`src/rtl/utf8lw_pkg.sv`:
```
// Types, constants and register map of the UTF-8 greedy line wrapper.
package utf8lw_pkg;

  localparam int unsigned TEXT_BYTES_DEF = 4096;
  localparam int unsigned FIFO_DEPTH     = 4;
  localparam int unsigned MAX_RECS       = 3;

  localparam logic [1:0] REG_WIDTH_LIMIT  = 2'd0;
  localparam logic [1:0] REG_NARROW_WIDTH = 2'd1;
  localparam logic [1:0] REG_WIDE_WIDTH   = 2'd2;
  localparam logic [1:0] REG_LINE_LIMIT   = 2'd3;

  localparam logic [9:0]  WIDTH_LIMIT_RST  = 10'd204;
  localparam logic [5:0]  NARROW_WIDTH_RST = 6'd6;
  localparam logic [5:0]  WIDE_WIDTH_RST   = 6'd12;
  localparam logic [12:0] LINE_LIMIT_RST   = 13'd256;

  localparam logic [7:0] CHAR_CR    = 8'h0D;
  localparam logic [7:0] CHAR_LF    = 8'h0A;
  localparam logic [7:0] LEAD2_MASK = 8'hE0;
  localparam logic [7:0] LEAD2_CODE = 8'hC0;
  localparam logic [7:0] LEAD3_MASK = 8'hF0;
  localparam logic [7:0] LEAD3_CODE = 8'hE0;

  localparam logic [11:0] BYTES_MAX  = 12'hFFF;
  localparam logic [9:0]  PIXELS_MAX = 10'h3FF;

  localparam logic KIND_LINE = 1'b0;
  localparam logic KIND_END  = 1'b1;

  typedef struct packed {
    logic [9:0]  width_limit;
    logic [5:0]  narrow_width;
    logic [5:0]  wide_width;
    logic [12:0] line_limit;
  } cfg_t;

  typedef struct packed {
    logic        record_kind;
    logic [12:0] total_lines;
    logic [9:0]  line_pixels;
    logic [11:0] line_bytes;
    logic [11:0] line_start;
  } rec_t;

endpackage

```
`src/rtl/utf8lw_step.sv`:
```
// Text state of the wrapper and the per-byte update that yields up to three records.
module utf8lw_step #(
  parameter int unsigned TEXT_BYTES = utf8lw_pkg::TEXT_BYTES_DEF
) (
  input  logic                clk_i,
  input  logic                rst_ni,
  input  logic                accept_i,
  input  logic [7:0]          data_byte_i,
  input  logic                last_byte_i,
  input  utf8lw_pkg::cfg_t    cfg_i,
  output logic [2:0]          rec_vld_o,
  output utf8lw_pkg::rec_t    rec_o [3]
);
  import utf8lw_pkg::*;

  localparam int unsigned PosW = $clog2(TEXT_BYTES + 1);

  logic [PosW-1:0] pos_q, pos_d;
  logic            open_q, open_d;
  logic [11:0]     start_q, start_d;
  logic [11:0]     bytes_q, bytes_d;
  logic [9:0]      pix_q, pix_d;
  logic [1:0]      tail_q, tail_d;
  logic [12:0]     lines_q, lines_d;
  logic            ovf_q, ovf_d;

  logic [5:0]      w;
  logic [1:0]      extra;
  logic [10:0]     pix_sum;
  logic [PosW-1:0] pos_inc;

  always_comb begin
    pos_d   = pos_q;
    open_d  = open_q;
    start_d = start_q;
    bytes_d = bytes_q;
    pix_d   = pix_q;
    tail_d  = tail_q;
    lines_d = lines_q;
    ovf_d   = ovf_q;
    rec_vld_o = 3'b000;
    rec_o[0]  = '0;
    rec_o[1]  = '0;
    rec_o[2]  = '0;
    w       = cfg_i.narrow_width;
    extra   = 2'd0;
    pix_sum = '0;
    pos_inc = pos_q + PosW'(1);

    if (!ovf_q) begin
      pos_d = pos_inc;
      if (pos_inc >= PosW'(TEXT_BYTES)) begin
        ovf_d = 1'b1;
      end
      if (tail_q != 2'd0) begin
        tail_d = tail_q - 2'd1;
        if (open_q && bytes_q != BYTES_MAX) begin
          bytes_d = bytes_q + 12'd1;
        end
      end else if (data_byte_i == CHAR_CR || data_byte_i == CHAR_LF) begin
        if (open_q) begin
          lines_d   = lines_q + 13'd1;
          rec_vld_o[0] = 1'b1;
          rec_o[0]  = '{KIND_LINE, lines_d, pix_q, bytes_q, start_q};
          open_d    = 1'b0;
          start_d   = '0;
          bytes_d   = '0;
          pix_d     = '0;
        end
      end else begin
        if ((data_byte_i & LEAD2_MASK) == LEAD2_CODE) begin
          w     = cfg_i.wide_width;
          extra = 2'd1;
        end else if ((data_byte_i & LEAD3_MASK) == LEAD3_CODE) begin
          w     = cfg_i.wide_width;
          extra = 2'd2;
        end
        // wrap before a character that does not fit
        if (open_q && bytes_q != 12'd0 &&
            ({1'b0, pix_q} + 11'(w)) > {1'b0, cfg_i.width_limit}) begin
          lines_d   = lines_q + 13'd1;
          rec_vld_o[0] = 1'b1;
          rec_o[0]  = '{KIND_LINE, lines_d, pix_q, bytes_q, start_q};
          open_d    = 1'b0;
          start_d   = '0;
          bytes_d   = '0;
          pix_d     = '0;
        end
        if (!open_d && lines_d < cfg_i.line_limit) begin
          open_d  = 1'b1;
          start_d = 12'(pos_q);
          bytes_d = '0;
          pix_d   = '0;
        end
        if (open_d) begin
          pix_sum = {1'b0, pix_d} + 11'(w);
          pix_d   = pix_sum[10] ? PIXELS_MAX : pix_sum[9:0];
          if (bytes_d != BYTES_MAX) begin
            bytes_d = bytes_d + 12'd1;
          end
          tail_d = extra;
        end else begin
          tail_d = 2'd0;
        end
      end
    end

    if (last_byte_i) begin
      if (open_d) begin
        lines_d      = lines_d + 13'd1;
        rec_vld_o[1] = 1'b1;
        rec_o[1]     = '{KIND_LINE, lines_d, pix_d, bytes_d, start_d};
      end
      rec_vld_o[2] = 1'b1;
      rec_o[2]     = '{KIND_END, lines_d, 10'd0, 12'd0, 12'd0};
      pos_d   = '0;
      open_d  = 1'b0;
      start_d = '0;
      bytes_d = '0;
      pix_d   = '0;
      tail_d  = '0;
      lines_d = '0;
      ovf_d   = 1'b0;
    end
  end

  always_ff @(posedge clk_i or negedge rst_ni) begin
    if (!rst_ni) begin
      pos_q   <= '0;
      open_q  <= 1'b0;
      start_q <= '0;
      bytes_q <= '0;
      pix_q   <= '0;
      tail_q  <= '0;
      lines_q <= '0;
      ovf_q   <= 1'b0;
    end else if (accept_i) begin
      pos_q   <= pos_d;
      open_q  <= open_d;
      start_q <= start_d;
      bytes_q <= bytes_d;
      pix_q   <= pix_d;
      tail_q  <= tail_d;
      lines_q <= lines_d;
      ovf_q   <= ovf_d;
    end
  end

endmodule

```
`src/rtl/utf8lw_fifo.sv`:
```
// Small queue: up to three records in per cycle, one beat out per cycle on out_ready_i.
module utf8lw_fifo (
  input  logic             clk_i,
  input  logic             rst_ni,
  input  logic [2:0]       push_vld_i,
  input  utf8lw_pkg::rec_t push_rec_i [3],
  output logic             room_o,
  output logic             out_valid_o,
  input  logic             out_ready_i,
  output utf8lw_pkg::rec_t out_rec_o
);
  import utf8lw_pkg::*;

  localparam int unsigned PtrW = $clog2(FIFO_DEPTH);
  localparam int unsigned CntW = $clog2(FIFO_DEPTH + 1);

  rec_t            mem_q [FIFO_DEPTH];
  rec_t            mem_d [FIFO_DEPTH];
  logic [PtrW-1:0] wr_q, wr_d, rd_q, rd_d;
  logic [CntW-1:0] cnt_q, cnt_d;
  logic            pop;

  assign out_valid_o = cnt_q != '0;
  assign out_rec_o   = mem_q[rd_q];
  assign pop         = out_valid_o && out_ready_i;
  assign room_o      = cnt_q <= CntW'(FIFO_DEPTH - MAX_RECS);

  always_comb begin
    mem_d = mem_q;
    wr_d  = wr_q;
    for (int i = 0; i < MAX_RECS; i++) begin
      if (push_vld_i[i]) begin
        mem_d[wr_d] = push_rec_i[i];
        wr_d        = wr_d + PtrW'(1);
      end
    end
    rd_d  = pop ? rd_q + PtrW'(1) : rd_q;
    cnt_d = cnt_q + CntW'($countones(push_vld_i)) - CntW'(pop);
  end

  always_ff @(posedge clk_i) begin
    mem_q <= mem_d;
  end

  always_ff @(posedge clk_i or negedge rst_ni) begin
    if (!rst_ni) begin
      wr_q  <= '0;
      rd_q  <= '0;
      cnt_q <= '0;
    end else begin
      wr_q  <= wr_d;
      rd_q  <= rd_d;
      cnt_q <= cnt_d;
    end
  end

endmodule

```
`src/rtl/utf8_greedy_line_wrap.sv`:
```
// Top level: UTF-8 greedy line wrapper with stream ports and APB register port.
// Records of a byte are written into the queue when the byte is accepted and leave from its head.
// Throughput: one byte per cycle while the output drains; a byte yields up to three beats,
// which leave one per cycle while m_axis_tready is high, from a four-entry queue;
// s_axis_tready is low while it holds two or more.
// Reset: text state and queue cleared, registers return to their defaults.
module utf8_greedy_line_wrap #(
  parameter int unsigned TEXT_BYTES = utf8lw_pkg::TEXT_BYTES_DEF
) (
  input  logic        clk_i,
  input  logic        rst_ni,
  input  logic        s_axis_tvalid,
  output logic        s_axis_tready,
  input  logic [7:0]  s_axis_tdata,  // [7:0] data_byte
  input  logic        s_axis_tlast,
  output logic        m_axis_tvalid,
  input  logic        m_axis_tready,
  // [11:0] line_start, [23:12] line_bytes, [33:24] line_pixels, [46:34] total_lines
  output logic [47:0] m_axis_tdata,
  output logic        m_axis_tuser,  // [0] record_kind
  input  logic        psel,
  input  logic        penable,
  input  logic        pwrite,
  input  logic [3:0]  paddr,
  input  logic [31:0] pwdata,
  output logic [31:0] prdata,
  output logic        pready
);
  import utf8lw_pkg::*;

  cfg_t       cfg_q;
  logic       accept;
  logic       room;
  logic [2:0] rec_vld;
  rec_t       recs [3];
  rec_t       head;
  logic [1:0] reg_idx;

  assign pready  = 1'b1;
  assign reg_idx = paddr[3:2];

  always_ff @(posedge clk_i or negedge rst_ni) begin
    if (!rst_ni) begin
      cfg_q.width_limit  <= WIDTH_LIMIT_RST;
      cfg_q.narrow_width <= NARROW_WIDTH_RST;
      cfg_q.wide_width   <= WIDE_WIDTH_RST;
      cfg_q.line_limit   <= LINE_LIMIT_RST;
    end else if (psel && penable && pwrite) begin
      case (reg_idx)
        REG_WIDTH_LIMIT:  cfg_q.width_limit  <= pwdata[9:0];
        REG_NARROW_WIDTH: cfg_q.narrow_width <= pwdata[5:0];
        REG_WIDE_WIDTH:   cfg_q.wide_width   <= pwdata[5:0];
        REG_LINE_LIMIT:   cfg_q.line_limit   <= pwdata[12:0];
        default: ;
      endcase
    end
  end

  always_comb begin
    case (reg_idx)
      REG_WIDTH_LIMIT:  prdata = 32'(cfg_q.width_limit);
      REG_NARROW_WIDTH: prdata = 32'(cfg_q.narrow_width);
      REG_WIDE_WIDTH:   prdata = 32'(cfg_q.wide_width);
      REG_LINE_LIMIT:   prdata = 32'(cfg_q.line_limit);
      default:          prdata = '0;
    endcase
  end

  assign s_axis_tready = room;
  assign accept        = s_axis_tvalid && room;

  utf8lw_step #(
    .TEXT_BYTES(TEXT_BYTES)
  ) u_step (
    .clk_i      (clk_i),
    .rst_ni     (rst_ni),
    .accept_i   (accept),
    .data_byte_i(s_axis_tdata),
    .last_byte_i(s_axis_tlast),
    .cfg_i      (cfg_q),
    .rec_vld_o  (rec_vld),
    .rec_o      (recs)
  );

  utf8lw_fifo u_fifo (
    .clk_i      (clk_i),
    .rst_ni     (rst_ni),
    .push_vld_i (accept ? rec_vld : 3'b000),
    .push_rec_i (recs),
    .room_o     (room),
    .out_valid_o(m_axis_tvalid),
    .out_ready_i(m_axis_tready),
    .out_rec_o  (head)
  );

  assign m_axis_tdata = {1'b0, head.total_lines, head.line_pixels,
                         head.line_bytes, head.line_start};
  assign m_axis_tuser = head.record_kind;

endmodule

```
`config.mk`:
```
export PLATFORM = sky130hd
export DESIGN_NAME = utf8_greedy_line_wrap
export DESIGN_NICKNAME = d
export VERILOG_FILES = /design/src/rtl/utf8lw_pkg.sv /design/src/rtl/utf8lw_step.sv /design/src/rtl/utf8lw_fifo.sv /design/src/rtl/utf8_greedy_line_wrap.sv
export SDC_FILE = /design/constraint.sdc
export NUM_CORES = 1
export LEC_CHECK = 0
export ABC_CLOCK_PERIOD_IN_PS = 20000
export BUFFER_PORTS_ARGS = -buffer_cell sky130_fd_sc_hd__buf_2
export CORE_ASPECT_RATIO = 0.8
export CORE_UTILIZATION = 37
export DETAILED_ROUTE_END_ITERATION = 7
export GPL_ROUTABILITY_DRIVEN = 0
export GPL_TIMING_DRIVEN = 0
export SLEW_MARGIN = 20
export SYNTH_ARGS = -nofsm -noshare
export SYNTH_HDL_FRONTEND = slang
export SYNTH_SLANG_ARGS = --single-unit
```
`constraint.sdc`:
```
create_clock -name clk_i -period 20 [get_ports clk_i]
set_clock_uncertainty 0.1 [all_clocks]
set_input_delay 4 -clock clk_i [delete_from_list [all_inputs] [get_ports clk_i]]
set_output_delay 4 -clock clk_i [all_outputs]
set_load 0.005 [all_outputs]
```
==> impl_metrics.csv, run 1 <==
group,metric,value,unit
global_route,grt_pass1_vias,19120,
timing,rsz0062_at_grt,"no",
clock_network,cts_made_buffers,36,
logic_synthesis,synth_xor_area_frac,0.03134,
critical_path,crit_top_cell,"nand2_1",
power_and_ir_drop,clkPwrFrac,0.221,
power_and_ir_drop,powerDensity,145.3,nW/um^2
min_path,hp-class,"register to register",
drt,drcViolationCount,0,
critical_path,critPathKind,"input port to register",
cells_and_area,fill_cells,5112,
timing,fin_tns_setup,0,ns
clock_network,cts.sinks,298,
floorplan,die_x,257.0,um
logic_synthesis,synth-edff-count,0,
clock_network,clk-insertion-delay-late,0.56,ns
power_and_ir_drop,p_int,1.838,mW
placed_design,hpwlAfterDp,60810,um
critical_path,required,20.41,ns
logic_synthesis,synth_top_cell_by_area,"dfxtp_1",
logic_synthesis,yosys.cell_types.count,95,
timing,fin_crit_sh,0.6901,
logic_synthesis,ys_seq_elements,298,
timing,hold_viol,0,
floorplan,start_util,0.3759,
logic_synthesis,syn_area,19240,um^2
floorplan,io_pins,136,
drt,dr_total_vias,20520,
clock_network,clkTransAtPathRegs,0.06,ns
drt,routed_wl,84070,um
global_route,antenna_found_initial,1,
critical_path,crit_slowest_cell,"o31ai_2",
flow_run,drv_cap,0,
cells_and_area,final_common_cell,"nand2_1",
cells_and_area,layout-drive-gt1-share,0.1359,
logic_synthesis,yosys_warnings,0,
cells_and_area,nets,2619,
outcome,status,"complete, no violations",
power_and_ir_drop,seq_power_share,0.304,
critical_path,slowest_delay,0.68,ns
timing,worst_slew_pin_slew,1.135,ns
critical_path,cp_max_fo,10,
critical_path,reg2reg_slack,9.95,ns
logic_synthesis,syn_avg_cell_area,8.189,um^2
timing,max_freq,0.07245,GHz
timing,slew_viol_final,0,
clock_network,root_buffer,"clkbuf_16",
drt,wl_per_cell,26.15,um
cells_and_area,area_growth,14.01,%
logic_synthesis,synth-compound-area-share,0.2389,
clock_network,cts_setup_buffers,0,
floorplan,die_h,206.0,um
cells_and_area,n_antenna_cell,0,
power_and_ir_drop,p_switching,1.350,mW
logic_synthesis,yosys.area_share.simple,0.1961,
logic_synthesis,syn_inst,2350,
global_route,grt_max_degree,72,
logic_synthesis,yosysSeqAreaShare,0.3381,
logic_synthesis,muxShareOfSynthArea,0.09024,
timing,slew_headroom,0.2434,
global_route,grt_pass1_wl,122900,um
drt,vias_per_cell,6.383,
drt,ant_nets,0,
cells_and_area,regArea,6507,um^2
cells_and_area,final_cell_mix,"nand2_1 (416), dfxtp_1 (192), o21ai_0 (169)",
clock_network,ctsHoldBuffers,0,
clock_network,post_cts_resized,0,
global_route,grt.total_usage,0.3097,
critical_path,end_kind,"register",
drt,drtIter0Drc,3040,
power_and_ir_drop,swShare,0.4235,
power_and_ir_drop,max-vdd-ir-drop,0.06451,mV
logic_synthesis,synthArstFlopShare,0.3557,
power_and_ir_drop,power.total,3.188,mW
timing,timing.final.crit_period,13.80,ns
timing,setup_viol,0,
floorplan,die_area,52930,um^2
critical_path,cp.arrival,14.21,ns
drt,drt_pass1_iterations,8,
power_and_ir_drop,power.share.combinational,0.475,
floorplan,design.core.area,51200,um^2
critical_path,critPathLaunchType,"input port",
logic_synthesis,dominantRegCellSynth,"dfxtp_1",
floorplan,num_rows,74,
logic_synthesis,synth_top_family_by_area,"compound AO/OA/AOI/OAI gates",
logic_synthesis,synth_top_cell_area_share,0.1997,
global_route,grt_overflow,0,
placed_design,io_buffers,92,
logic_synthesis,synth_area_leaders,"dfxtp_1 (20%), dfrtp_1 (13%), nand2_1 (8.1%), mux4_2 (6.3%), o21ai_0 (4.4%)",
clock_network,h-tree-depth,2,
clock_network,clockBufferDepth,3,
logic_synthesis,synth-adder-area-share,0.04252,
clock_network,cts_tree,"built",
cells_and_area,multi_input_area,11620,um^2
power_and_ir_drop,p_leak,8.996,nW
-- registers in the layout (all words and copies together), names as in the netlist, 3 cells and up --
signal          cells
u_fifo.mem_q      192
cfg_q              35
u_step.lines_q     13
u_step.pos_q       13
u_step.bytes_q     12
u_step.start_q     12
u_step.pix_q       10
u_fifo.cnt_q        3
-- synth_stat cells (6+ instances only) --
master / number
o21ai_0: 169
and4_1: 7
o31ai_1: 6
mux2_2: 32
dfrtp_1: 97
nor4_1: 7
dfxtp_1: 192
a221oi_1: 10
xnor2_1: 39
dfstp_2: 9
a22oi_1: 19
and3_1: 67
a21o_1: 23
clkbuf_1: 132
o211a_1: 20
a211oi_1: 93
buf_4: 24
inv_1: 62
o22a_1: 9
and2_1: 14
xor2_1: 28
nand3_1: 79
a22o_1: 12
nor3_1: 38
o2111ai_1: 8
buf_2: 34
o21a_1: 29
a21oi_1: 141
a311oi_1: 8
ha_1: 59
buf_1: 25
o22ai_1: 12
nand4_1: 21
o21bai_1: 6
mux4_2: 54
a31oi_1: 34
or3_1: 8
nand2_1: 416
mux2i_1: 16
o211ai_1: 28
nor2_1: 156
-- stage by stage --
step / utilization / cell area, um^2 / setup slack [ns] / hold WS, ns / std cells
finish: 0.4285 / 21940 / 6.198 / 0.3749 / 3215
global route: 0.4285 / 21940 / 5.687 / 0.3789 / 3215
CTS: 0.4284 / 21930 / 6.500 / 0.3695 / 3215
detailed placement: 0.4043 / 20700 / 5.967 / 0.3596 / 3150
global placement: 0.4030 / 20630 / 5.998 / 0.3420 / 3145
floorplan: - / 19320 / 8.384 / 0.3328 / 2369
-- worst max-delay path, delay by kind of cell --
kind,cells,cell delay (ns)
buffers and inverters,6,1.51
adder cells (fa/ha/maj),6,1.84
multiplexers,1,0.39
AND/OR/NAND/NOR,14,2.53
AO/OA/AOI/OAI,13,3.65
XOR/XNOR,2,0.26
-- path summary, 6_finish.rpt --
check                           cells past startpoint                  to        startpoint
worst min register to register                      2    u_fifo.mem_q[47]  u_fifo.mem_q[47]
worst min-delay path                                2    u_fifo.mem_q[47]  u_fifo.mem_q[47]
min in group asynchronous                           1  u_step.lines_q[12]            rst_ni
worst max-delay path                               42    u_fifo.mem_q[79]   s_axis_tdata[5]
max in group asynchronous                           2           cfg_q[16]            rst_ni
worst max register to register                     39    u_fifo.mem_q[79]         cfg_q[19]
-- area by class of cell --
type / count / area share
Buffer: 217 / 0.04368
Timing Repair Buffer: 97 / 0.02389
Multi-Input combinational cell: 1789 / 0.5295
Clock inverter: 16 / 0.009238
Sequential cell: 298 / 0.2966
Tap cell: 684 / 0.03901
Clock buffer: 49 / 0.04693
Inverter: 65 / 0.01112
-- power groups by stage --
stage                     Clock, mW  Combinational (mW)  Sequential (mW)
after floorplan                   0               0.985            0.919
after global placement            0                1.42            0.962
after detailed placement          0                1.46            0.972
after CTS                     0.705                1.47            0.962
after global routing          0.730                1.62            0.991
final                         0.704                1.51            0.971
-- routing by layer --
metal	global-route usage	up-vias	routed length [um]
met5	0.01204	-	99
met4	0.1556	4	4406
met3	0.09517	307	12260
met2	0.4379	1598	33650
met1	0.4221	9845	33660
li1	-	8766	-
-- logic make-up (layout without fill, tap and decap cells) --
kind of cell | after synthesis | count (layout)
mux | 102 | 102
buf+inv | 282 | 444
fa+ha+maj | 63 | 63
compound gates | 690 | 690
other cells | 2 | 21
xor+xnor | 68 | 68
flops | 298 | 298
simple gates | 845 | 845
Note: power is estimated with default switching activity, not from simulation.
==> run 2, diff against run 1 <==
--- a/config.mk
+++ b/config.mk
@@ -5,7 +5,7 @@
 export SDC_FILE = /design/constraint.sdc
 export NUM_CORES = 1
 export LEC_CHECK = 0
-export ABC_CLOCK_PERIOD_IN_PS = 20000
+export ABC_CLOCK_PERIOD_IN_PS = 12500
 export BUFFER_PORTS_ARGS = -buffer_cell sky130_fd_sc_hd__buf_2
 export CORE_ASPECT_RATIO = 0.8
 export CORE_UTILIZATION = 37
==> constraint.sdc (replaced) <==
create_clock -name clk_i -period 12.5 [get_ports clk_i]
set_clock_uncertainty 0.1 [all_clocks]
set_input_delay 2.5 -clock clk_i [delete_from_list [all_inputs] [get_ports clk_i]]
set_output_delay 2.5 -clock clk_i [all_outputs]
set_load 0.005 [all_outputs]
==> run 2 against run 1 <==
Non-clock buffer count unchanged. Wire length about the same. Combinational power up 61%. First-iteration DRC count up 3.4%. Cell count about the same. Critical path type unchanged. Largest power group unchanged. Highest routed layer unchanged.
==> impl_metrics.csv, run 2 (synthesized netlist as in run 1, its figures left out) <==
group,metric,value,unit
outcome,status,"complete, no violations",
timing,hold_viol,0,
timing,fin_tns_setup,0,ns
cells_and_area,final_cell_mix,"nand2_1 (416), dfxtp_1 (192), o21ai_0 (169)",
global_route,top_usage_layer,"met2",
clock_network,clockBufferDepth,3,
floorplan,die_x,257.0,um
floorplan,io_pins,136,
global_route,grt_pass1_wl,122900,um
clock_network,cts.sinks,298,
cells_and_area,fin_util,0.4292,
cells_and_area,reg_top3,"u_fifo.mem_q (192), cfg_q (35)",
timing,timing.final.crit_period,11.79,ns
cells_and_area,regMostFlops,"u_fifo.mem_q",
drt,dr_total_vias,20540,
global_route,grt_overflow,0,
power_and_ir_drop,p_leak,9.004,nW
critical_path,required,12.91,ns
clock_network,cts_tree,"built",
timing,worst_slew_pin_slew,1.118,ns
critical_path,critPathLaunchType,"input port",
timing,setup_viol,0,
timing,fin_crit_sh,0.9430,
power_and_ir_drop,max-vdd-ir-drop,0.1026,mV
clock_network,clk-insertion-delay-late,0.56,ns
drt,drtIter0Drc,3143,
global_route,antenna_found_initial,1,
critical_path,critPathLaunch,"s_axis_tdata[5]",
drt,wl_per_cell,26.11,um
critical_path,crit_slowest_cell,"o31ai_4",
clock_network,h-tree-depth,2,
global_route,gr-usage-met2,0.4379,
floorplan,design.core.area,51200,um^2
flow_run,drv_cap,0,
global_route,grt_util_met3,0.09517,
floorplan,start_util,0.3759,
critical_path,critPathKind,"input port to register",
critical_path,slowest_delay,0.60,ns
drt,routed_wl,84000,um
cells_and_area,nets,2619,
critical_path,cp_max_fo,10,
global_route,grt_pass1_vias,19120,
clock_network,cts_made_buffers,36,
drt,vias_per_cell,6.385,
cells_and_area,layout-drive-gt1-share,0.1379,
global_route,grtUsageMet1,0.4221,
min_path,hp-class,"register to register",
critical_path,cp.arrival,12.20,ns
cells_and_area,largest_reg_flops,192,
drt,ant_nets,0,
critical_path,reg2reg_slack,2.96,ns
cells_and_area,area_growth,14.19,%
clock_network,clkTransAtPathRegs,0.06,ns
critical_path,rr_startpoint,"cfg_q[19]",
timing,slew_headroom,0.2549,
min_path,hold_start,"u_fifo.mem_q[47]",
floorplan,num_rows,74,
global_route,grt_max_degree,72,
floorplan,die_area,52930,um^2
critical_path,cp_top_family,"compound AO/OA/AOI/OAI gates",
drt,drt_pass1_iterations,8,
critical_path,end_kind,"register",
placed_design,io_buffers,92,
cells_and_area,final_common_cell,"nand2_1",
floorplan,die_h,206.0,um
drt,drcViolationCount,0,
global_route,grt.total_usage,0.3097,
placed_design,hpwlAfterDp,60810,um
critical_path,crit_top_cell,"nand2_1",
critical_path,worst-path-buf-inv,6,
clock_network,root_buffer,"clkbuf_16",
timing,max_freq,0.08483,GHz
timing,rsz0062_at_grt,"no",
power_and_ir_drop,powerDensity,232.4,nW/um^2
timing,slew_viol_final,0,
[run 2: cell count changes in the layout (fill, tap and decap cells not counted), sizes merged]
cell,previous run,this run
diode,0,2
[run 2: layout make-up]
class                      count  area, um^2
fill                        5107       29230
clock buffer                  49        1030
inverter                      65       244.0
antenna                        2       5.005
multi-input combinational   1789       11650
timing repair buffer          97       524.3
sequential                   298        6507
clock inverter                16       202.7
buffer                       217       959.7
tap                          684       855.8
[run 2: final timing paths]
check,end,depth (start not counted)
setup / recovery,u_fifo.mem_q[79],40
hold / removal,u_fifo.mem_q[47],2
setup reg to reg,u_fifo.mem_q[79],37
hold reg to reg,u_fifo.mem_q[47],2
max in group asynchronous,cfg_q[15],2
min in group asynchronous,u_step.lines_q[9],1
[run 2: repair_timing]
| item | 4_1_cts | 5_1_grt |
|---|---|---|
| buffers inserted | 0 | 0 |
| resized for setup | 0 | 7 |
| endpoints found under the setup margin | 0 | 47 |
| hold buffers | 0 | 0 |
| endpoints found under the hold margin | 0 | 0 |
[run 2: power by group]
part	internal [mW]	total (mW)	leakage [nW]	switching, mW
logic	0.962	2.43	5.44	1.47
clock network	0.663	1.13	0.604	0.464
registers	1.32	1.55	2.96	0.234
total	2.94	5.11	9.00	2.16
[run 2: worst register-to-register path: cells and delay by family, from the launching register on]
kind                     cells  cell delay, ns
buffers and inverters        5            1.13
XOR/XNOR                     2            0.27
AO/OA/AOI/OAI               10            3.14
AND/OR/NAND/NOR             13            2.40
flip-flops                   1            0.37
adder cells (fa/ha/maj)      6            1.87
multiplexers                 1            0.21
[run 2: routing by layer]
layer  wire, um  vias to the layer above
met4       4165                        4
met1      33690                     9864
met3      12220                      278
met2      33830                     1614
li1           -                     8782
met5         90                        -
[run 2: stage by stage]
| step | hold WS (ns) | power (mW) | instance area [um^2] | setup slack, ns | cells |
|---|---|---|---|---|---|
| finish | 0.3684 | 5.107 | 21980 | 0.7122 | 3217 |
| CTS | 0.3695 | 5.014 | 21930 | 0.4997 | 3215 |
| floorplan | 0.3328 | 3.046 | 19320 | 2.384 | 2369 |
| global route | 0.3789 | 5.355 | 21970 | 0.2495 | 3215 |
| global placement | 0.3420 | 3.809 | 20630 | -0.001816 | 3145 |
| detailed placement | 0.3596 | 3.887 | 20700 | -0.03276 | 3150 |
